[config.mk]
export PLATFORM = sky130hd
export DESIGN_NAME = prp_div_pipe
export DESIGN_NICKNAME = d
export VERILOG_FILES = /design/src/hw/rtl/prp_div_pipe.sv
export SDC_FILE = /design/constraint.sdc
export NUM_CORES = 2
export LEC_CHECK = 0
export BUFFER_PORTS_ARGS = -buffer_cell sky130_fd_sc_hd__buf_2
export CORE_MARGIN = 5
export CORE_UTILIZATION = 62
export DETAILED_ROUTE_END_ITERATION = 6
export PLACE_DENSITY = 0.86
export SLEW_MARGIN = 20
export SYNTH_ARGS = -nofsm -noshare
export SYNTH_HDL_FRONTEND = slang
export SYNTH_SLANG_ARGS = --single-unit
[constraint.sdc]
create_clock -name clk -period 4.35 [get_ports clk]
set_clock_uncertainty 0.05 [all_clocks]
set_input_delay 0 -clock clk [delete_from_list [all_inputs] [get_ports clk]]
set_output_delay 0 -clock clk [all_outputs]
set_load 0.005 [all_outputs]
[src/hw/rtl/prp_div_pipe.sv]
// Pipelined unsigned restoring divider, one quotient bit per stage. The
// caller guarantees num < den * 2**QW. Depends on nothing.
module prp_div_pipe #(
  parameter int DW = 28,
  parameter int QW = 17
) (
  input  logic             clk,
  input  logic [DW+QW-1:0] num,
  input  logic [DW-1:0]    den,
  output logic [QW-1:0]    quo
);

  logic [DW-1:0] rem_r [QW];
  logic [QW-1:0] low_r [QW];
  logic [QW-1:0] quo_r [QW];
  logic [DW-1:0] den_r [QW];

  for (genvar k = 0; k < QW; k++) begin : g_step
    logic [DW-1:0] rem_in;
    logic [QW-1:0] low_in;
    logic [QW-1:0] quo_in;
    logic [DW-1:0] den_in;
    logic [DW:0]   trial;
    logic          take;

    if (k == 0) begin : g_first
      assign rem_in = num[DW+QW-1:QW];
      assign low_in = num[QW-1:0];
      assign quo_in = '0;
      assign den_in = den;
    end else begin : g_next
      assign rem_in = rem_r[k-1];
      assign low_in = low_r[k-1];
      assign quo_in = quo_r[k-1];
      assign den_in = den_r[k-1];
    end

    assign trial = {rem_in, low_in[QW-1]};
    assign take  = (trial >= {1'b0, den_in});

    always_ff @(posedge clk) begin
      rem_r[k] <= take ? DW'(trial - {1'b0, den_in}) : trial[DW-1:0];
      low_r[k] <= low_in << 1;
      quo_r[k] <= {quo_in[QW-2:0], take};
      den_r[k] <= den_in;
    end
  end

  assign quo = quo_r[QW-1];

endmodule

* Word-level counts from Yosys, hierarchy flattened
Memory sizes are Yosys's and may differ from the RTL's.
Cells that the tools add are included.
** Cells by class
- Add/subtract/negate cells :: 17
- Multipliers :: 0
- Divide/modulo/power cells :: 0
- Magnitude comparators :: 17
- Eq/ne operators :: 0
- Shifts and indexed selects :: 0
- Muxes and demuxes :: 17
- Bitwise operators :: 0
- Reductions and logical operators :: 0
** Operators with widths (count)
- greater-or-equal comparator 29 x 28 -> 1 bit :: 17
- two-way mux 28 bit :: 17
- subtractor 28 bit :: 17
** Storage, ports and cells
- Bits in registers :: 0
- Latch bits :: 0
- RAM bits :: 1513
- Memory bits (read-only) :: 0
- Input port bits :: 74
- Output and inout port bits :: 17
- Memories :: 4
** Memories
- den_r :: words 17, width 28, rd ports 16, clocked after memory_dff 0, wr ports 17, RTL line 16 : logic [DW-1:0] den_r [QW];
- rem_r :: words 17, width 28, rd ports 16, clocked after memory_dff 0, wr ports 17, RTL line 13 : logic [DW-1:0] rem_r [QW];
- quo_r :: words 17, width 17, rd ports 17, clocked after memory_dff 0, wr ports 17, RTL line 15 : logic [QW-1:0] quo_r [QW];
- low_r :: words 17, width 16, rd ports 16, clocked after memory_dff 0, wr ports 17, RTL line 14 : logic [QW-1:0] low_r [QW];

* Logic depth before layout (Yosys ltp)
An unclocked memory read counts as a cell.
- Depth in word-level cells :: 3
- Depth in mapped cells :: 15

* Least setup slack after synthesis
OpenSTA, ideal clock, no wires.
- Path type :: register to register
- Start :: memory den_r[1][1] (netlist: den_r[0][29])
- End :: memory rem_r[2][20] (netlist: rem_r[0][76])
- Library setup time :: 0.121 ns
- Arrival time :: 3.013 ns
- Required time :: 4.179 ns
- Slack :: 1.167 ns
- Cell stages (with the launch flop) :: 15
- Path buffers :: 2
- Cells stage by stage :: dfxtp_1 -> inv_1 -> ha_1 -> nor2b_1 -> o31a_1 -> o41ai_2 -> nor3_1 -> o21a_1 -> nor2_1 -> o22a_1 -> nand3_1 -> a311oi_1 -> buf_4 -> buf_6 -> mux2_2
** RTL lines (RTL line)
- start: declaration :: 16
- end: declaration :: 13

==> load_flow_metrics.sql <==
INSERT INTO impl_metrics (metric_group, metric, value, unit) VALUES
('synth', 'synthTopCellsByCount', 'dfxtp_1 (1185), inv_1 (577), ha_1 (476)', ''),
('synth', 'ys.warnings.count', '0', ''),
('place', 'detailedPlacementHpwl', '96500', 'µm'),
('timing', 'finalSetupViolations', '0', ''),
('power_and_ir_drop', 'power_density_over_the_cells', '848', 'nW/µm²'),
('timing', 'slew_viol_final', '0', ''),
('synth', 'number_of_enable_flip_flop_cells_after_synthesis', '0', ''),
('floorplan', 'initial_core_util', '62.4', '%'),
('route', 'via_per_inst', '5.84', ''),
('setup_path', 'worst_reg2reg_endpoint', 'rem_r[0][147]', ''),
('synth', 'fraction_of_the_yosys_area_taken_by_sequential_cells', '44.7', '%'),
('synth', 'postSynthNetCount', '6171', ''),
('timing', 'hold-worst-slack', '0.0590', 'ns'),
('setup_path', 'timing.reg2reg.worst_path_depth', '12', ''),
('route', 'initialDrtViolationCount', '3206', ''),
('final_layout', 'finalNetCount', '6429', ''),
('setup_path', 'critPathCaptureType', 'flip-flop', ''),
('synth', 'post-synth-top-count-cell', 'dfxtp_1', ''),
('cts', 'cts_sinks', '1185', ''),
('cts', 'cts_root_buffer', 'clkbuf_16', ''),
('synth', 'synth_area_per_cell', '9.46', 'µm²'),
('final_layout', 'fillers', '5994', ''),
('setup_path', 'ff2ff_setup_slack', '0.31', 'ns'),
('grt', 'vias_in_the_first_global_route', '42163', ''),
('timing', 'period_share', '97.0', '%'),
('power_and_ir_drop', 'p_leak', '28.2', 'nW'),
('cts', 'worst_skew_pair.late_latency', '0.70', 'ns'),
('cts', 'worst_setup_hold_path_clk_slew', '0.06', 'ns'),
('route', 'ant_nets', '0', ''),
('place', 'globalplace.congestion', '0.975', ''),
('floorplan', 'die_area', '91500', 'µm²'),
('timing', 'min_period', '4.22', 'ns'),
('timing', 'fmax', '0.237', 'GHz'),
('status', 'status', 'finished clean', ''),
('synth', 'post-synth-top-area-cell', 'dfxtp_1', ''),
('synth', 'synth.top_cell.area_share', '44.7', '%'),
('timing', 'slew_headroom', '18.1', '%'),
('route', 'route.detailed.wl_per_inst', '18.9', 'µm'),
('cts', 'cts_htree_levels', '3', ''),
('floorplan', 'boundaryPins', '91', ''),
('timing', 'final_report_hold_violation_count', '0', ''),
('synth', 'synth_area', '53000', 'µm²'),
('min_path', 'class_of_the_tightest_hold_or_removal_check', 'input pin to flip-flop', ''),
('floorplan', 'die_width', '302', 'µm'),
('grt', 'overflow', '0', ''),
('setup_path', 'criticalPathCategory', 'input pin to flip-flop', ''),
('setup_path', 'critical_path.startpoint', 'den[1]', ''),
('power_and_ir_drop', 'ir_drop_worst_vdd', '432', 'µV'),
('route', 'total_iterations_of_the_first_detailed_routing_run', '6', ''),
('setup_path', 'timing.rr.start', 'den_r[0][113]', ''),
('grt', 'grt_use_total', '28.8', '%'),
('synth', 'ys_types', '92', ''),
('synth', 'synth-async-reset-ratio', '0', '%'),
('timing', 'setup_tns', '0', 'ns'),
('grt', 'grt_antenna_before_repair', '4', ''),
('job', 'drv.max_cap_violation_count', '0', ''),
('route', 'finalWirelength', '134000', 'µm'),
('floorplan', 'core-area', '85000', 'µm²'),
('route', 'detail_route.drc_violations', '0', ''),
('place', 'numPortBuffers', '90', ''),
('power_and_ir_drop', 'finalPower', '51.1', 'mW'),
('route', 'vias', '41521', ''),
('synth', 'synth_seq_cells', '1185', ''),
('timing', 'max_slew.worst_pin.slew', '1.22', 'ns'),
('cts', 'clk_path_buf_depth', '3', ''),
('setup_path', 'critical_path.max_fanout', '14', ''),
('setup_path', 'worstSetupEndpoint', 'rem_r[0][21]', ''),
('cts', 'clock_tree_from_tritoncts', 'done', ''),
('floorplan', 'num_rows', '107', ''),
('synth', 'postSynthCellCount', '5605', ''),
('grt', 'grt_start_max_net_pins', '56', ''),
('cts', 'tritoncts.num_buffers', '116', ''),
('floorplan', 'floorplan.die.height', '302', 'µm'),
('final_layout', 'final_layout_size_suffix_gt1_share', '9.26', '%'),
('synth', 'postSynth.topFlopCell', 'dfxtp_1', ''),
('grt', 'global_route_wire_length_before_repair', '214000', 'µm'),
('setup_path', 'cp.arrival', '4.75', 'ns'),
('synth', 'cells_taking_the_most_area_after_synthesis', 'dfxtp_1 (45%), ha_1 (11%), a21oi_1 (4.2%), inv_1 (4.1%), xnor2_1 (3.4%)', ''),
('setup_path', 'timing.critical_path.from_type', 'input pin', ''),
('setup_path', 'wp_data_required', '4.88', 'ns'),
('min_path', 'worst_hold_path.num_cells', '3', ''),
('final_layout', 'syn_to_final_growth', '13.6', '%');
[sequential cells by signal, indices dropped and copies added, names as in the netlist]
signal and cells:
low_r 136, den_r 448, quo_r 153, rem_r 448
[cells in the final DEF, fill, tap and decap left out, types with 65 or more instances in the layout]
master | Yosys | routed
nor2_1 | 296 | 296
nand2b_1 | 65 | 65
nand4_1 | 84 | 84
a21o_1 | 240 | 240
nor2b_1 | 69 | 69
inv_1 | 577 | 577
xor2_1 | 161 | 161
dlygate4sd3_1 | 0 | 129
clkbuf_16 | 0 | 119
ha_1 | 476 | 476
a21oi_1 | 443 | 441
nand3_1 | 88 | 88
mux2_2 | 157 | 157
o21ai_0 | 338 | 338
xnor2_1 | 208 | 208
buf_2 | 23 | 90
nand2_1 | 401 | 401
dfxtp_1 | 1185 | 1185
[per-layer routing]
layer | wire, µm | track usage (%)
met1 | 49600 | 30.7
met2 | 66500 | 52.4
met3 | 7640 | 4.77
met4 | 10700 | 19.1
met5 | 32 | 0
[cell type report]
type / instances / area, µm² / share of cell area (%)
Antenna cell: 1 / 2.50 / 0.00416
Clock buffer: 159 / 3350 / 5.56
Clock inverter: 58 / 718 / 1.19
Inverter: 578 / 2170 / 3.60
Multi-Input combinational cell: 3714 / 26700 / 44.3
Sequential cell: 1185 / 23700 / 39.4
Tap cell: 1144 / 1430 / 2.38
Timing Repair Buffer: 268 / 2160 / 3.59
[worst min-delay path by stage]
stage,start,endpoint,slack (ns)
3_5_place_dp,num[0],low_r[0][0],0.05
4_1_cts,num[32],rem_r[0][16],0.005
6_report,num[38],rem_r[0][22],0.06
3_3_place_gp,num[12],low_r[0][12],0.05
5_1_grt,num[38],rem_r[0][22],0.04
2_1_floorplan,den[0],den_r[0][0],-0.02
[logic make-up after synthesis]
family	synth area share [%]
xor gates and xnor gates	6.10
muxes	4.10
adders and majority gates	11.8
AOI/OAI and AO/OA	17.4
DFF	44.7
buffers and inverters	5.19
and+or+nand+nor	10.7
[metrics by stage]
step	util [%]	setup slack (ns)	cells	area (µm²)
final	70.8	0.130	7107	60200
after global routing	70.8	-0.0162	7106	60200
after CTS	70.8	0.351	7105	60200
after detailed placement	64.5	0.427	6759	54800
after global placement	64.5	0.468	6759	54800
after floorplan	-	1.17	5605	53000
[timing repair]
item	in CTS	in global routing
gates resized for setup	0	2
hold endpoints to repair	73	0
setup endpoints to repair	0	9
buffers inserted	0	0
hold buffers	129	0
[power by group]
group	internal, mW	total, mW	switching, mW	leakage, nW
combinational	10.9	24.6	13.8	16.2
sequential	14.2	16.0	1.81	9.99
clock	6.18	10.4	4.26	1.98
total	31.3	51.1	19.8	28.2
[worst max-delay path: stages]
cell	delay [ns]
dlygate4sd3_1	0.55
buf_2	0.15
inv_1	0.06
ha_1	0.44
nor2b_1	0.17
o21ai_0	0.12
a21oi_1	0.47
o21ai_0	0.19
and3_1	0.22
o31ai_1	0.45
o2111ai_1	0.22
a21oi_4	0.36
a31oi_4	0.33
mux2_1	0.43
dlygate4sd3_1	0.58
(Power assumes the default switching activity.)
