[src/hw/rtl/prp_pkg.sv]
// Package for the point rotate and project block: widths, fixed constants
// and the configuration register codes. Depends on nothing.
package prp_pkg;

  localparam int COORD_W  = 11;
  localparam int SIZE_W   = 9;
  localparam int COEF_W   = 16;
  localparam int ROW_W    = 48;
  localparam int PROD_W   = COEF_W + COORD_W;
  localparam int ACC_W    = 29;
  localparam int FRAC_W   = 14;
  localparam int DEN_W    = 28;
  localparam int QUO_W    = 17;
  localparam int NUM_W    = DEN_W + QUO_W;
  localparam int CFG_IDX_W = 3;
  localparam int POS_W    = 19;

  localparam int DEPTH_BIAS = 300;
  localparam int PROJ_GAIN  = 75;
  localparam int PROJ_NEAR  = 5;
  localparam int RAD_GAIN   = 12;
  localparam int RAD_NEAR   = 12;
  localparam int RAD_BASE   = 2;
  localparam int RAD_MAX    = 511;
  localparam int EDGE_LOW   = 5;
  localparam int EDGE_HIGH  = 6;

  typedef enum logic [CFG_IDX_W-1:0] {
    REG_ROT_ROW0      = 3'd0,
    REG_ROT_ROW1      = 3'd1,
    REG_ROT_ROW2      = 3'd2,
    REG_SHIFT_X       = 3'd3,
    REG_SHIFT_Y       = 3'd4,
    REG_SHIFT_Z       = 3'd5,
    REG_SCREEN_WIDTH  = 3'd6,
    REG_SCREEN_HEIGHT = 3'd7
  } cfg_reg_t;

  typedef struct packed {
    logic                     valid;
    logic [SIZE_W-1:0]        size;
    logic signed [ACC_W-1:0]  rx;
    logic signed [ACC_W-1:0]  ry;
    logic signed [ACC_W-1:0]  rz;
  } rot_out_t;

endpackage

[src/hw/rtl/prp_rotate.sv]
// Two pipeline stages: nine coefficient products, then the row sums with
// the offsets and depth bias. Depends on prp_pkg.
module prp_rotate (
  input  logic                               clk,
  input  logic                               rst_n,
  input  logic                               in_valid,
  input  logic signed [prp_pkg::COORD_W-1:0] px,
  input  logic signed [prp_pkg::COORD_W-1:0] py,
  input  logic signed [prp_pkg::COORD_W-1:0] pz,
  input  logic [prp_pkg::SIZE_W-1:0]         size,
  input  logic [prp_pkg::ROW_W-1:0]          row0,
  input  logic [prp_pkg::ROW_W-1:0]          row1,
  input  logic [prp_pkg::ROW_W-1:0]          row2,
  input  logic signed [prp_pkg::COORD_W-1:0] shift_x,
  input  logic signed [prp_pkg::COORD_W-1:0] shift_y,
  input  logic signed [prp_pkg::COORD_W-1:0] shift_z,
  output prp_pkg::rot_out_t                  rot
);
  import prp_pkg::*;

  logic signed [PROD_W-1:0] prod_r [9];
  logic signed [PROD_W-1:0] prod_nxt [9];
  logic                     v1_r;
  logic [SIZE_W-1:0]        size1_r;
  rot_out_t                 rot_r;
  rot_out_t                 rot_nxt;
  logic [ROW_W-1:0]         rows [3];
  logic signed [COORD_W-1:0] pts [3];

  assign rows[0] = row0;
  assign rows[1] = row1;
  assign rows[2] = row2;
  assign pts[0] = px;
  assign pts[1] = py;
  assign pts[2] = pz;

  always_comb begin
    for (int r = 0; r < 3; r++) begin
      for (int c = 0; c < 3; c++) begin
        prod_nxt[r*3+c] = PROD_W'($signed(rows[r][c*COEF_W +: COEF_W])) *
                          PROD_W'(pts[c]);
      end
    end
  end

  always_comb begin
    rot_nxt.valid = v1_r;
    rot_nxt.size  = size1_r;
    rot_nxt.rx = ACC_W'(prod_r[0]) + ACC_W'(prod_r[1]) + ACC_W'(prod_r[2])
               + (ACC_W'(shift_x) <<< FRAC_W);
    rot_nxt.ry = ACC_W'(prod_r[3]) + ACC_W'(prod_r[4]) + ACC_W'(prod_r[5])
               + (ACC_W'(shift_y) <<< FRAC_W);
    rot_nxt.rz = ACC_W'(prod_r[6]) + ACC_W'(prod_r[7]) + ACC_W'(prod_r[8])
               + ((ACC_W'(shift_z) + ACC_W'(DEPTH_BIAS)) <<< FRAC_W);
  end

  always_ff @(posedge clk) begin
    if (!rst_n) begin
      v1_r        <= 1'b0;
      rot_r.valid <= 1'b0;
    end else begin
      v1_r        <= in_valid;
      rot_r.valid <= rot_nxt.valid;
    end
    for (int i = 0; i < 9; i++) prod_r[i] <= prod_nxt[i];
    size1_r    <= size;
    rot_r.size <= rot_nxt.size;
    rot_r.rx   <= rot_nxt.rx;
    rot_r.ry   <= rot_nxt.ry;
    rot_r.rz   <= rot_nxt.rz;
  end

  assign rot = rot_r;

endmodule

[config.mk]
export PLATFORM = sky130hd
export DESIGN_NAME = prp_rotate
export DESIGN_NICKNAME = d
export VERILOG_FILES = /design/src/hw/rtl/prp_pkg.sv /design/src/hw/rtl/prp_rotate.sv
export SDC_FILE = /design/constraint.sdc
export NUM_CORES = 2
export LEC_CHECK = 0
export BUFFER_PORTS_ARGS = -buffer_cell sky130_fd_sc_hd__buf_2
export CAP_MARGIN = 30
export CORE_MARGIN = 2
export CORE_UTILIZATION = 55
export DETAILED_ROUTE_END_ITERATION = 6
export GPL_TIMING_DRIVEN = 0
export PLACE_DENSITY = 0.78
export SYNTH_ARGS = -nofsm -noshare
export SYNTH_HDL_FRONTEND = slang
export SYNTH_SLANG_ARGS = --single-unit
[constraint.sdc]
create_clock -name clk -period 6.9 [get_ports clk]
set_clock_uncertainty 0.15 [all_clocks]
set_input_delay 1.035 -clock clk [delete_from_list [all_inputs] [get_ports clk]]
set_output_delay 1.035 -clock clk [all_outputs]
set_load 0.01 [all_outputs]
# Word-level counts from Yosys, hierarchy flattened
# Memories as Yosys holds them, arrays and structs flattened.
# Cells that the tools add are included.
[classes]
add_sub_neg = 10
mul = 9
[op_table]
columns = ["operator", "count"]
rows = [
  ["$mul A16 B11 Y27", 9],
  ["$add A28 B27 Y29", 3],
  ["$add A27 B27 Y28", 3],
  ["$add A29 B25 Y29", 2],
  ["$add A29 B26 Y29", 1],
  ["$add A11 B10 Y12 const B", 1],
]
[word_totals]
ff_bits = 107
mem_bits_rw = 243
in_bits = 222
out_inout_bits = 97
word_cells = 27
memories = 1
[memory_table]
columns = ["name", "depth", "word_bits", "read_ports", "rd_clocked_by_memory_dff", "wr", "line", "rtl"]
rows = [
  ["prod_r", 9, 27, 9, 0, 9, "prp_rotate.sv:21", "logic signed [PROD_W-1:0] prod_r [9];"],
]

# Longest topological paths before layout
[depth]
word_depth = 3
ltp_mapped = 23
depth_no_buf = 21

# Worst setup path after synthesis
# No wires, ideal clock.
[synth_path]
path_type = "input to register"
startpoint = "input pz[2] in the netlist's numbering"
endpoint = "memory prod_r[0][79] in the netlist's numbering"
setup_time_ps = 118
arrival_ps = 6261
required_time_ps = 6632
setup_slack_ps = 371
stages = 21
n_path_buf = 2
path_cell_list = "clkbuf_1 > clkbuf_1 > nand2_1 > fa_1 > fa_1 > inv_1 > fa_1 > fa_1 > inv_1 > fa_1 > inv_1 > ha_1 > a21oi_1 > o21ai_1 > or3_1 > o211ai_2 > a21oi_1 > o2111a_1 > a2111oi_2 > a21oi_1 > xnor2_1"
[synth_lines]
columns = ["element", "line", "rtl"]
rows = [
  ["start: declaration", "prp_rotate.sv:9", "input logic signed [prp_pkg::COORD_W-1:0] pz,"],
  ["end: declaration", "prp_rotate.sv:21", ""],
]

==> results_dict.tcl <==
set metrics [dict create \
    finalSetupViolCount 0 \
    synth_area_leader_cell "fa_1" \
    ys.flop_type "dfxtp_1" \
    drv_slew 0 \
    die_area_um2 132000 \
    clock_sinks 350 \
    grt_max_degree 15 \
    area_growth_pct 7.39 \
    core_um2 129000 \
    die_w_um 364 \
    grt-ovfl-total 0 \
    synthArstFlopShare 0 \
    row_count 132 \
    clock_path_buffers 3 \
    worst_ep_required_time_ns 7.24 \
    hold_class "reg2reg" \
    critPathMaxFanout 10 \
    synth_top_area_frac 0.445 \
    synthTopCellsByArea "fa_1 (45%), ha_1 (11%), dfxtp_1 (9.8%)" \
    grt_usage 0.311 \
    avgSynthCellArea_um2 9.29 \
    clkSlewWorstSetupHoldPaths_ns 0.06 \
    drt_iter0_markers 3659 \
    hold_buffers 0 \
    crit_type "in2reg" \
    relSlewSlack 0.322 \
    status "complete, no violations" \
    vias_per_cell 5.38 \
    finalCritPeriodShare 0.981 \
    syn-cell-area_um2 71200 \
    detailed_place.area_um2 74900 \
    ys_seq_elements 350 \
    port_buffers 292 \
    first_pass_iters 6 \
    tightest_slew_ns 1.02 \
    period_needed_ns 6.77 \
    place_hpwl_um 169000 \
    stdcell_area_um2 76500 \
    hold_viol 0 \
    critPathLaunchType "input port" \
    seq_area_frac_synth 0.0984 \
    antenna_found_initial 24 \
    synth_fp_nets 10100 \
    routed_wl_um 199000 \
    yosys_warnings 0 \
    cts_tree "built" \
    drt.antenna.violating_nets 0 \
    die_height_um 364 \
    synthCells 7666 \
    final_nets 10400 \
    grt_pass1_wl_um 314000 \
    gp_congestion 0.987 \
    numCtsBuffers 40 \
    ios 319 \
    maxCapViolCount 0 \
    endpoint_kind "flop" \
    clock_latency_ns 0.62 \
    via_count 52700 \
    wire_per_inst_um 20.4 \
    cts_root_buf "clkbuf_16" \
    synth_cell_type_count 77 \
    ctsHtreeMaxLevel 2 \
    timing.fmax_mhz 148 \
    finalCoreUtilization 0.593 \
    start_util 0.552 \
    drc 0 \
    synth_edf_count 0 \
    worstPathArrival_ns 7.11 \
    grt_pass1_vias 56900 \
    layout-drive-gt1-share 0.0613 \
]
what timing repair did:
item / in CTS / in global routing
buffers inserted: 0 / 1
resized for setup: 44 / 131
pin swaps: 0 / 2
endpoints found under the setup margin: 29 / 31
layout by cell type (no fill, tap or decap), types with 7 or more instances in the layout:
master	count
nor2b_1	35
xor2_1	66
a31oi_1	19
o31a_1	7
clkbuf_1	227
nor2_1	277
or2_2	10
nor3_1	31
diode_2	11
a21oi_1	186
o21ai_1	31
a31o_1	7
ha_1	631
o21a_1	54
clkinv_2	9
or3_1	13
o22ai_1	9
buf_2	301
and4_1	7
o21bai_1	32
nand2b_1	52
and2_1	647
fa_1	1584
o211ai_1	12
clkbuf_4	10
clkbuf_2	64
nand4_1	15
nand3_1	35
dfxtp_1	350
and3_1	16
o31ai_1	9
clkbuf_16	40
nand2_1	916
a211oi_1	28
o21ai_0	74
xnor2_1	249
inv_1	1791
a21o_1	58
logic make-up (layout without fill, tap and decap cells):
| kind of cell | count (synthesis) | count (layout) | synth area share |
|---|---|---|---|
| buffers and inverters | 2103 | 2469 | 0.111 |
| AND/OR/NAND/NOR | 2081 | 2081 | 0.141 |
| XOR/XNOR | 321 | 321 | 0.0395 |
| multiplexers | 1 | 1 | 0.000158 |
| other | 0 | 11 | 0 |
| AO/OA/AOI/OAI | 595 | 595 | 0.0547 |
| adder cells (fa/ha/maj) | 2215 | 2215 | 0.556 |
| flip-flops | 350 | 350 | 0.0984 |
through the flow:
stage | hold slack [ns] | setup TNS (ns) | instances | setup slack [ns]
floorplan | 0.160 | 0 | 7666 | 0.371
CTS | 0.178 | 0 | 9775 | 0.00800
global placement | 0.160 | -42.51 | 9700 | -1.46
detailed placement | 0.164 | -47.31 | 9703 | -1.48
global route | 0.180 | -0.0191 | 9781 | -0.0191
finish | 0.176 | 0 | 9785 | 0.134
synthesized netlist by cell type (4+ instances only):
| cell type | count |
|---|---|
| and4_1 | 7 |
| o21ba_2 | 4 |
| a21o_1 | 58 |
| nor3b_1 | 5 |
| o21bai_1 | 32 |
| fa_1 | 1584 |
| o21ai_0 | 74 |
| xnor2_1 | 254 |
| dfxtp_1 | 350 |
| a2111oi_2 | 4 |
| clkbuf_1 | 310 |
| nand2_1 | 916 |
| o22ai_1 | 9 |
| xor2_1 | 67 |
| nand2b_1 | 52 |
| nand4_1 | 15 |
| a311oi_1 | 4 |
| inv_1 | 1791 |
| a211o_1 | 6 |
| o21ai_1 | 31 |
| a31oi_1 | 20 |
| nand3_1 | 35 |
| a211oi_1 | 28 |
| a31o_1 | 7 |
| o211ai_1 | 12 |
| or2_2 | 10 |
| and2_1 | 647 |
| nor2b_1 | 35 |
| a21oi_1 | 186 |
| nor4_1 | 6 |
| nor3_1 | 31 |
| and3_1 | 16 |
| o31a_1 | 7 |
| nor2_1 | 277 |
| o31ai_1 | 9 |
| ha_1 | 631 |
| or3_1 | 13 |
| o21a_1 | 54 |
| nand3b_1 | 5 |
routing by layer:
metal	wire, µm	vias to the layer above	part of all wire	global-route usage
li1	-	23300	-	-
met1	74500	26500	0.37	0.389
met2	91700	2299	0.46	0.497
met3	19800	542	0.10	0.0752
met4	13100	4	0.066	0.175
met5	22	-	0.00011	0
final timing paths:
| path | to | depth (start not counted) | from | slack (ns) |
|---|---|---|---|---|
| worst min register to register | rot[93] | 0 | size1_r[6] | 0.18 |
| worst max register to register | rot[28] | 13 | prod_r[0][164] | 2.59 |
| worst min-delay path | rot[93] | 0 | size1_r[6] | 0.18 |
| worst max-delay path | prod_r[0][161] | 21 | pz[6] | 0.13 |
final cells by class:
type / instances / area [µm²]
multi-input cells: 5213 / 56400
fillers: 11000 / 52500
flip-flops and latches: 350 / 7010
inverters: 1793 / 6730
well taps: 1742 / 2180
repair buffers: 297 / 1530
plain buffers: 306 / 1280
clock buffers: 47 / 1050
clock inverters: 26 / 292
diodes: 11 / 27.5
flip-flops by register name, indices dropped and copies added, names as in the netlist:
| register | cells |
|---|---|
| prod_r | 243 |
| rot | 97 |
| size1_r | 9 |
| v1_r | 1 |
critical path: stages:
cell	delay [ns]
buf_2	0.17
clkbuf_4	0.30
clkbuf_4	0.31
nand2_1	0.11
fa_1	0.52
inv_1	0.06
fa_1	0.56
fa_1	0.44
fa_1	0.49
inv_1	0.05
fa_1	0.49
inv_1	0.09
ha_1	0.36
a21oi_1	0.30
o221ai_1	0.29
nor4_2	0.24
nor2_1	0.16
o41a_4	0.41
a211oi_4	0.30
a21oi_2	0.11
xnor2_2	0.31
Power is not shown: default switching activity piles up to over one toggle a cycle in this logic, so the estimate is an artifact.
